## src/csi_pkg.sv

```systemverilog
// Shared types, constants and key helpers for the chunk sorted spatial index.
package csi_pkg;

    localparam int TABLE_CAPACITY = 256;
    localparam int ADDR_W = 8;
    localparam int CNT_W = 9;

    localparam logic signed [31:0] I32_TOP = 32'sh7FFF_FFFF;
    localparam logic signed [31:0] I32_BOT = 32'sh8000_0000;

    localparam logic [1:0] ACT_INSERT = 2'd0;
    localparam logic [1:0] ACT_REMOVE = 2'd1;
    localparam logic [1:0] ACT_CLEAR  = 2'd2;
    localparam logic [1:0] ACT_READ   = 2'd3;

    localparam logic [1:0] ST_DONE    = 2'd0;
    localparam logic [1:0] ST_PARTIAL = 2'd1;
    localparam logic [1:0] ST_BEYOND  = 2'd2;

    localparam int KEY_W = 224;

    // One table row: sort key plus the six box coordinates.
    typedef struct packed {
        logic signed [31:0] cx;
        logic signed [31:0] cy;
        logic signed [31:0] cz;
        logic [63:0] structure;
        logic [63:0] region;
        logic [5:0][63:0] box;
    } row_t;

    // Key as one unsigned word: flipping the sign bits makes the signed
    // chunk fields order correctly under an unsigned compare.
    function automatic logic [KEY_W-1:0] key_word(input row_t r);
        key_word = {~r.cx[31], r.cx[30:0], ~r.cy[31], r.cy[30:0],
                    ~r.cz[31], r.cz[30:0], r.structure, r.region};
    endfunction

endpackage

```

## src/csi_div.sv

```systemverilog
// Serial floor divider of a signed coordinate by the chunk size, clamped to 32 bits.
module csi_div (
    input  logic               clk,
    input  logic               rst_n,
    input  logic               start,
    input  logic signed [63:0] dividend,
    input  logic [62:0]        divisor,
    output logic               done,
    output logic signed [31:0] chunk
);
    import csi_pkg::*;

    logic               busy_reg, busy_next;
    logic               fin_reg, fin_next;
    logic               done_reg, done_next;
    logic               neg_reg, neg_next;
    logic [63:0]        mag_reg, mag_next;
    logic [63:0]        rem_reg, rem_next;
    logic [63:0]        quo_reg, quo_next;
    logic [62:0]        div_reg, div_next;
    logic [6:0]         cnt_reg, cnt_next;
    logic signed [31:0] chunk_reg, chunk_next;
    logic [63:0]        trial;
    logic signed [65:0] q_full;

    assign trial  = {rem_reg[62:0], mag_reg[63]};
    assign q_full = neg_reg ? (-$signed({2'b00, quo_reg}) - ((rem_reg != 64'd0) ? 66'sd1 : 66'sd0))
                            : $signed({2'b00, quo_reg});

    // One quotient bit per cycle, then a registered sign fix and clamp step.
    always_comb
    begin
        busy_next  = busy_reg;
        fin_next   = 1'b0;
        done_next  = 1'b0;
        neg_next   = neg_reg;
        mag_next   = mag_reg;
        rem_next   = rem_reg;
        quo_next   = quo_reg;
        div_next   = div_reg;
        cnt_next   = cnt_reg;
        chunk_next = chunk_reg;
        if (start)
        begin
            busy_next = 1'b1;
            neg_next  = dividend[63];
            mag_next  = dividend[63] ? 64'(-dividend) : 64'(dividend);
            rem_next  = 64'd0;
            quo_next  = 64'd0;
            div_next  = divisor;
            cnt_next  = 7'd0;
        end
        else if (busy_reg)
        begin
            if (trial >= {1'b0, div_reg})
            begin
                rem_next = trial - {1'b0, div_reg};
                quo_next = {quo_reg[62:0], 1'b1};
            end
            else
            begin
                rem_next = trial;
                quo_next = {quo_reg[62:0], 1'b0};
            end
            mag_next = {mag_reg[62:0], 1'b0};
            cnt_next = cnt_reg + 7'd1;
            if (cnt_reg == 7'd63)
            begin
                busy_next = 1'b0;
                fin_next  = 1'b1;
            end
        end
        else if (fin_reg)
        begin
            if (q_full > 66'(I32_TOP))
                chunk_next = I32_TOP;
            else if (q_full < 66'(I32_BOT))
                chunk_next = I32_BOT;
            else
                chunk_next = q_full[31:0];
            done_next = 1'b1;
        end
    end

    always_ff @(posedge clk or negedge rst_n)
    begin
        if (!rst_n)
        begin
            busy_reg <= 1'b0;
            fin_reg  <= 1'b0;
            done_reg <= 1'b0;
        end
        else
        begin
            busy_reg <= busy_next;
            fin_reg  <= fin_next;
            done_reg <= done_next;
        end
    end

    always_ff @(posedge clk)
    begin
        neg_reg   <= neg_next;
        mag_reg   <= mag_next;
        rem_reg   <= rem_next;
        quo_reg   <= quo_next;
        div_reg   <= div_next;
        cnt_reg   <= cnt_next;
        chunk_reg <= chunk_next;
    end

    assign done  = done_reg;
    assign chunk = chunk_reg;

endmodule

```

## config.mk

```make
export PLATFORM = sky130hd
export DESIGN_NAME = csi_div
export DESIGN_NICKNAME = d
export VERILOG_FILES = /design/src/csi_pkg.sv /design/src/csi_div.sv
export SDC_FILE = /design/constraint.sdc
export NUM_CORES = 1
export LEC_CHECK = 0
export ABC_AREA = 0
export BUFFER_PORTS_ARGS = -buffer_cell sky130_fd_sc_hd__buf_2
export CORE_UTILIZATION = 56
export CTS_CLUSTER_SIZE = 16
export DETAILED_ROUTE_END_ITERATION = 16
export GPL_TIMING_DRIVEN = 0
export PLACE_DENSITY = 0.82
export SYNTH_ARGS = -nofsm -noshare
export SYNTH_HDL_FRONTEND = slang
export SYNTH_SLANG_ARGS = --single-unit
```

## constraint.sdc

```tcl
create_clock -name clk -period 4.3 [get_ports clk]
set_clock_uncertainty 0.05 [all_clocks]
set_input_delay 0.86 -clock clk [delete_from_list [all_inputs] [get_ports clk]]
set_output_delay 0.86 -clock clk [all_outputs]
set_load 0.05 [all_outputs]
```

==> results of run 1 <==
cell type report:
class                   count  share of cell area (%)
diodes                      3                 0.02917
plain buffers             138                   2.523
clock buffers              42                   3.665
clock inverters            23                  0.7778
inverters                 174                   2.547
multi-input cells        1977                   53.74
flip-flops and latches    298                   29.53
well taps                 511                   2.484
repair buffers            203                   4.701
kinds of logic (layout without fill, tap and decap cells):
family	after synthesis	in the layout	synth area share, %
AO/OA/AOI/OAI	795	795	23.06
XOR/XNOR	169	169	6.801
adder cells (fa/ha/maj)	134	134	7.738
buffers and inverters	314	580	5.421
flip-flops	298	298	34.84
multiplexers	121	121	5.622
other	0	3	0
AND/OR/NAND/NOR	758	758	16.52
critical path: cells and delay by family, from the launching register on:
family          cells  cell delay (ps)
compound gates     11             2340
fa+ha+maj           3              580
buf+inv             2              260
flops               1              360
simple gates        4             1400
routing by layer:
layer | up-vias | part of all wire (%)
met5 | - | 0
met4 | 0 | 3.4
met3 | 168 | 6.4
met1 | 9960 | 41
li1 | 9947 | -
met2 | 890 | 49
synthesized netlist by cell type, drive strengths merged (6+ instances only):
cell / n
a21oi: 274
nand4: 51
or3: 21
clkbuf: 123
a211oi: 72
o21bai: 21
a2111oi: 6
nor4: 36
edfxtp: 160
xnor2: 72
o211ai: 13
or4: 13
nor3: 35
a31o: 6
nor2b: 17
a211o: 8
a311oi: 6
nand3: 34
a41oi: 9
nand2b: 17
o21a: 21
o41ai: 12
and2: 10
nand3b: 7
xor2: 97
and3: 14
o21ai: 163
or2: 12
o2111ai: 7
dfxtp: 135
buf: 17
mux2: 10
a21o: 67
ha: 133
nand2: 135
a31oi: 25
a21boi: 7
mux2i: 111
nor2: 335
a221oi: 9
o31ai: 27
inv: 173
worst paths after layout:
| kind | to | slack, ps | cells after the start |
|---|---|---|---|
| worst max register to register | chunk[2] | -880 | 20 |
| worst min-delay path | busy_reg | 60 | 1 |
| min in group clk | div_reg[6] | 430 | 1 |
| max in group asynchronous | done | 4000 | 1 |
| worst min register to register | rem_reg[63] | 450 | 2 |
| worst max-delay path | chunk[2] | -880 | 20 |
what timing repair did:
item	CTS	global route
setup endpoints to repair	138	101
gates resized for setup	191	63
setup buffers	22	15
gates cloned	4	0
pin swaps	53	28
power by group through the flow:
stage	Combinational [mW]	Clock, mW	Sequential, mW
floorplan	3.71	0	3.78
global placement	4.80	0	3.91
detailed placement	4.89	0	3.93
CTS	5.41	3.01	3.93
global route	6.14	3.12	4.01
finish	5.68	2.98	3.96
through the flow:
| step | TNS [ps] | hold WS [ps] | instance area [um2] | setup slack, ps | std cells |
|---|---|---|---|---|---|
| final | -26380 | 61.57 | 25740 | -884.9 | 3369 |
| after global routing | -29410 | 44.79 | 25740 | -963.0 | 3369 |
| after CTS | -22790 | 36.51 | 25380 | -763.4 | 3351 |
| after detailed placement | -246380 | 446.9 | 23260 | -2975 | 3262 |
| after global placement | -254610 | 421.7 | 23250 | -3073 | 3262 |
| after floorplan | -2613 | 408.7 | 21800 | -395.9 | 2589 |
==> metrics.txt, run 1 <==
Overall Global Routing Usage 33.19%; clk buf depth 3; clock sinks 298; EDFF count, synth 160; Pwr Density 490.2 mW/mm2; post-route ant nets 0; total grt overflow 0; initial DRC count 1698; FILL cells 3152; largest cells by area after synthesis edfxtp_1 (22%), dfxtp_1 (12%), ha_1 (7.6%); crit end category register; post-layout util 67.85%; cell area after synthesis 0.02176 mm2; Root Driver clkbuf_16; Synth Area per Inst 8.407 um2; P&R area growth vs syn 18.26%; LEAKAGE 11.55 nW; VDD IR max 0.0004384 V; Max-Cap Viols 0; Slew Viols, Final 0; Min-Delay Path Class in2async; largest net degree at the start of global routing 67; initial antenna violation count 3; Initial Utilization 57.38%; nets 3092; gr busiest metal met2; leading area contributor after synthesis edfxtp_1; clock network power share 23.6%; slowest CP cell nor4_4; Cell Int Power 7.604 mW; RSZ-0062 raised after global routing true; switching power total 5.012 mW; First-pass DRT Iterations 8; drt drc 0; Reg clk slew, reported paths 60 ps; syn nets 2853; cells after synthesis 2589; Flop pwr share 31.4%; CP peak stage delay 430 ps; met1 GRT Util 42.76%; most frequent cells in the layout nor2_1 (331), a21oi_1 (266), inv_1 (171), buf_2 (161), edfxtp_1 (160); met2 GRT Util 56.92%; total power 12.62 mW; Core Rows 71; Worst slew margin 35.15%; setup violators final 35; violated checks negative setup slack; worst-path maximum fanout 5; fraction of layout cells with a size suffix above 1 15.62%; post-DP HPWL 49530 um; commonest non-fill, non-tap cell in the layout nor2_1; Synth top area share 22.08%; I/O Pins 163; routed wire length 67310 um; WP data arrival 5510 ps; worst setup path startpoint rem_reg[27]; footprint of the multi-input gates 0.01383 mm2; vias 20965; port bufs 162; Die W 199.1 um; critical path cell sequence nor4_4, nand4_1, nor4_4, ha_2, ha_4, inv_2, ha_4, o21bai_4, o21ai_2, a21oi_2, o2111ai_4, a21oi_4, o21ai_4, o31a_1, o211ai_1, o211ai_1, nor4_4, a21oi_4, clkbuf_16, o21ai_4; Final min period 5185 ps; Yosys Warn Count 0; CTS Buf Count 36; Register Area 0.007601 mm2; CTS tree built; GR Util met3 3.764%; combinational share of power 45.0%; Synth cell types 82; Clock Latency Late Sink 560 ps; Hold-fix buffers, CTS 0; Async SR Flop Fraction 1.007%; Startpoint Class register; RD Place Congestion 0.9963; max frequency 192.9 MHz; critical path type reg2reg; vias in the first global route 19655; core area 0.03793 mm2; Crit path top cell by count nor4_4; setup ws final -884.9 ps; DR vias/cell 6.223; switching share of power 39.73%; Hold Violations, Final 0; DIE HEIGHT 199.1 um; period utilization 120.6%; sequential fraction of the synthesis area 34.84%; FF-to-FF Start rem_reg[27]; drt wl/cell 19.98 um; Yosys reg bits 298; Synth Flop Type edfxtp_1; first-pass GRT wire length 103900 um; run status finished, violations left; Worst Path Required 4630 ps; worst slew pin tran 963.9 ps; H-tree depth 2; Die ar. 0.03966 mm2
No activity file was read; power rests on OpenSTA's default activity.
==> run 2, diff against run 1 <==
--- a/config.mk
+++ b/config.mk
@@ -5,13 +5,13 @@
 export SDC_FILE = /design/constraint.sdc
 export NUM_CORES = 1
 export LEC_CHECK = 0
-export ABC_AREA = 0
+export ABC_AREA = 1
 export BUFFER_PORTS_ARGS = -buffer_cell sky130_fd_sc_hd__buf_2
-export CORE_UTILIZATION = 56
+export CORE_UTILIZATION = 57
 export CTS_CLUSTER_SIZE = 16
 export DETAILED_ROUTE_END_ITERATION = 16
 export GPL_TIMING_DRIVEN = 0
-export PLACE_DENSITY = 0.82
+export PLACE_DENSITY = 0.83
 export SYNTH_ARGS = -nofsm -noshare
 export SYNTH_HDL_FRONTEND = slang
 export SYNTH_SLANG_ARGS = --single-unit
==> metrics.txt, run 2 <==
run status finished, violations left; violated checks negative setup slack; Core Rows 75 (+5.6%); VDD IR max 0.0004580 V (+4.5%); DP Worst Slack -788.6 ps (+2187 ps); total grt overflow 0 (unchanged); most frequent cells in the layout nand2_1 (1084), inv_1 (616), nor2_1 (311), o21ai_0 (200), buf_2 (170); leading area contributor after synthesis edfxtp_1; setup violators final 26 (-26%); DR vias/cell 5.501 (-12%); most frequent cell after synthesis nand2_1; critical path type reg2reg; Synth Area per Inst 6.585 um2 (-22%); P&R area growth vs syn 14.24%; synth cell count leaders nand2_1 (1120), inv_1 (618), nor2_1 (319), o21ai_0 (202), a21oi_1 (164); post-route ant nets 0 (unchanged); RSZ-0062 raised after global routing true; EDFF count, synth 160 (unchanged); cell area after synthesis 0.02414 mm2 (+11%); Yosys Warn Count 0 (unchanged); syn nets 3929 (+38%); drt wl/cell 17.82 um (-11%); worst-path maximum fanout 6 (+1); Synth cell types 57 (-30%); vias in the first global route 23006 (+17%); Clock Latency Late Sink 560 ps (about the same); Die W 207.8 um (+4.3%); commonest non-fill, non-tap cell in the layout nand2_1; routed wire length 79500 um (+18%); drt drc 0 (unchanged); clock sinks 298 (unchanged); worst slew pin tran 1019 ps (+55.03 ps); LEAKAGE 13.25 nW (+15%); core area 0.04185 mm2 (+10%); setup ws final -33.45 ps (+851.4 ps); Worst Path Required 4550 ps (-80 ps); Worst slew margin 32.07% (-3.1 points); nets 4163 (+35%); first-pass GRT wire length 122400 um (+18%); DIE HEIGHT 207.8 um (+4.3%); clk buf depth 3 (unchanged); # diodes 0 (-3); sequential fraction of the synthesis area 31.42% (-3.4 points); post-DP HPWL 62800 um (+27%); port bufs 162 (unchanged); Async SR Flop Fraction 1.007% (unchanged); Yosys reg bits 298 (unchanged); vias 24545 (+17%); Min-Delay Path Class in2async; total power 11.63 mW (-7.8%); Die ar. 0.04317 mm2 (+8.9%); Initial Utilization 57.67% (+0.29 points); Register Area 0.007600 mm2 (about the same); largest net degree at the start of global routing 72 (+7.5%); Reg clk slew, reported paths 60 ps (about the same); footprint of the multi-input gates 0.01423 mm2 (+2.9%); Synth top area share 19.91% (-2.2 points); Hold Violations, Final 0 (unchanged); Root Driver clkbuf_16; First-pass DRT Iterations 6 (-2); Worst Hold Slack 57.10 ps (-4.474 ps); Slew Viols, Final 0 (unchanged); Startpoint Class register; CTS tree built; WP data arrival 4580 ps (-930 ps); initial DRC count 2393 (+41%); H-tree depth 2 (unchanged); CTS Buf Count 34 (-5.6%); initial antenna violation count 0 (-3); FILL cells 3992 (+27%); Overall Global Routing Usage 36.20% (+3.0 points); Pwr Density 421.9 mW/mm2 (-14%); Hold-fix buffers, CTS 0 (unchanged); largest cells by area after synthesis edfxtp_1 (20%), nand2_1 (17%), dfxtp_1 (11%); RD Place Congestion 1.036 (+4.0%); Synth Flop Type edfxtp_1; I/O Pins 163 (unchanged); Max-Cap Viols 0 (unchanged); fraction of layout cells with a size suffix above 1 11.93% (-3.7 points); crit end category register; period utilization 100.8% (-20 points); Final min period 4333 ps (-851.4 ps); max frequency 230.8 MHz (+20%); cells after synthesis 3665 (+42%)
## run 2: changes by cell type after synthesis, moves of 70 or more
cell / before / now
a21oi_1: 273 / 164
o21ai_1: 0 / 70
mux2i_1: 111 / 0
a211oi_1: 72 / 2
nand3_1: 34 / 132
clkbuf_1: 122 / 47
nand2_1: 134 / 1120
inv_1: 173 / 618
## run 2: area by class of cell
type                            instances  share of cell area, %
Buffer                                 82                  1.629
Clock buffer                           47                  3.521
Clock inverter                         13                 0.5763
Inverter                              630                  8.586
Multi-Input combinational cell       2655                  51.62
Sequential cell                       298                  27.56
Tap cell                              539                  2.446
Timing Repair Buffer                  198                  4.057
## run 2: worst paths after layout
path	startpoint	endpoint	slack (ps)	cells after the start
worst min-delay path	rst_n	busy_reg	60	1
worst max-delay path	rem_reg[19]	chunk[22]	-30	26
min in group clk	cnt_reg[6]	fin_reg	370	1
worst min register to register	cnt_reg[6]	fin_reg	370	1
worst max register to register	rem_reg[19]	chunk[22]	-30	26
max in group asynchronous	rst_n	fin_reg	4010	1
## run 2: cells by family after synthesis
group                    synth area share (%)
buffers and inverters                   11.63
XOR/XNOR                                4.645
adder cells (fa/ha/maj)                 6.978
AND/OR/NAND/NOR                         31.39
AO/OA/AOI/OAI                           13.94
flip-flops                              31.42
## run 2: metal layers
layer  routed length (um)  up-vias  part of all wire, %  track usage (%)
met5                    0        -                    0                0
li1                     -    12273                    -                -
met3                 6534      161                  8.2            5.340
met2                34640      978                   44            57.08
met1                35340    11133                   44            49.65
met4                 2990        0                  3.8            14.94
## run 2: critical path: stages (launching register included)
cell and delay (ps):
dfxtp_4 360, nor4_4 320, nand4_1 330, nor4_2 400, ha_2 260, ha_4 140
inv_2 40, ha_4 170, inv_4 70, nand2_2 60, nand3_2 60, nand3_2 60
nand2_2 160, nand2_2 100, nand2_2 90, nand2_2 90, nand3_2 80, nand2_2 60
nand3_4 80, nand2_4 60, nor2_1 100, nand4_1 240, nor2_4 220, nand3_4 140
nand2_8 130, buf_6 130, nand2_1 60
## run 2: report_power, final
part           internal, mW  total (mW)  leakage (nW)  switching, mW
sequential             3.40        3.72          2.76          0.323
clock                  1.77        2.99         0.552           1.22
combinational          1.74        4.92          9.95           3.18
total                  6.90        11.6          13.3           4.73
## run 2: what timing repair did
action | CTS | global route
setup buffers | 21 | 13
endpoints found under the hold margin | 0 | 0
endpoints found under the setup margin | 31 | 31
resized for setup | 54 | 76
pin swaps | 20 | 35
gates cloned | 2 | 0
## run 2: through the flow
step / utilization, % / setup TNS (ps) / cell area [um2] / instances
2_1_floorplan: - / 0 / 24140 / 3665
3_3_place_gp: 61.22 / -200850 / 25620 / 4366
3_5_place_dp: 61.32 / -26510 / 25660 / 4367
4_1_cts: 64.96 / 0 / 27190 / 4450
5_1_grt: 65.88 / -3078 / 27570 / 4462
6_report: 65.88 / -378.3 / 27570 / 4462
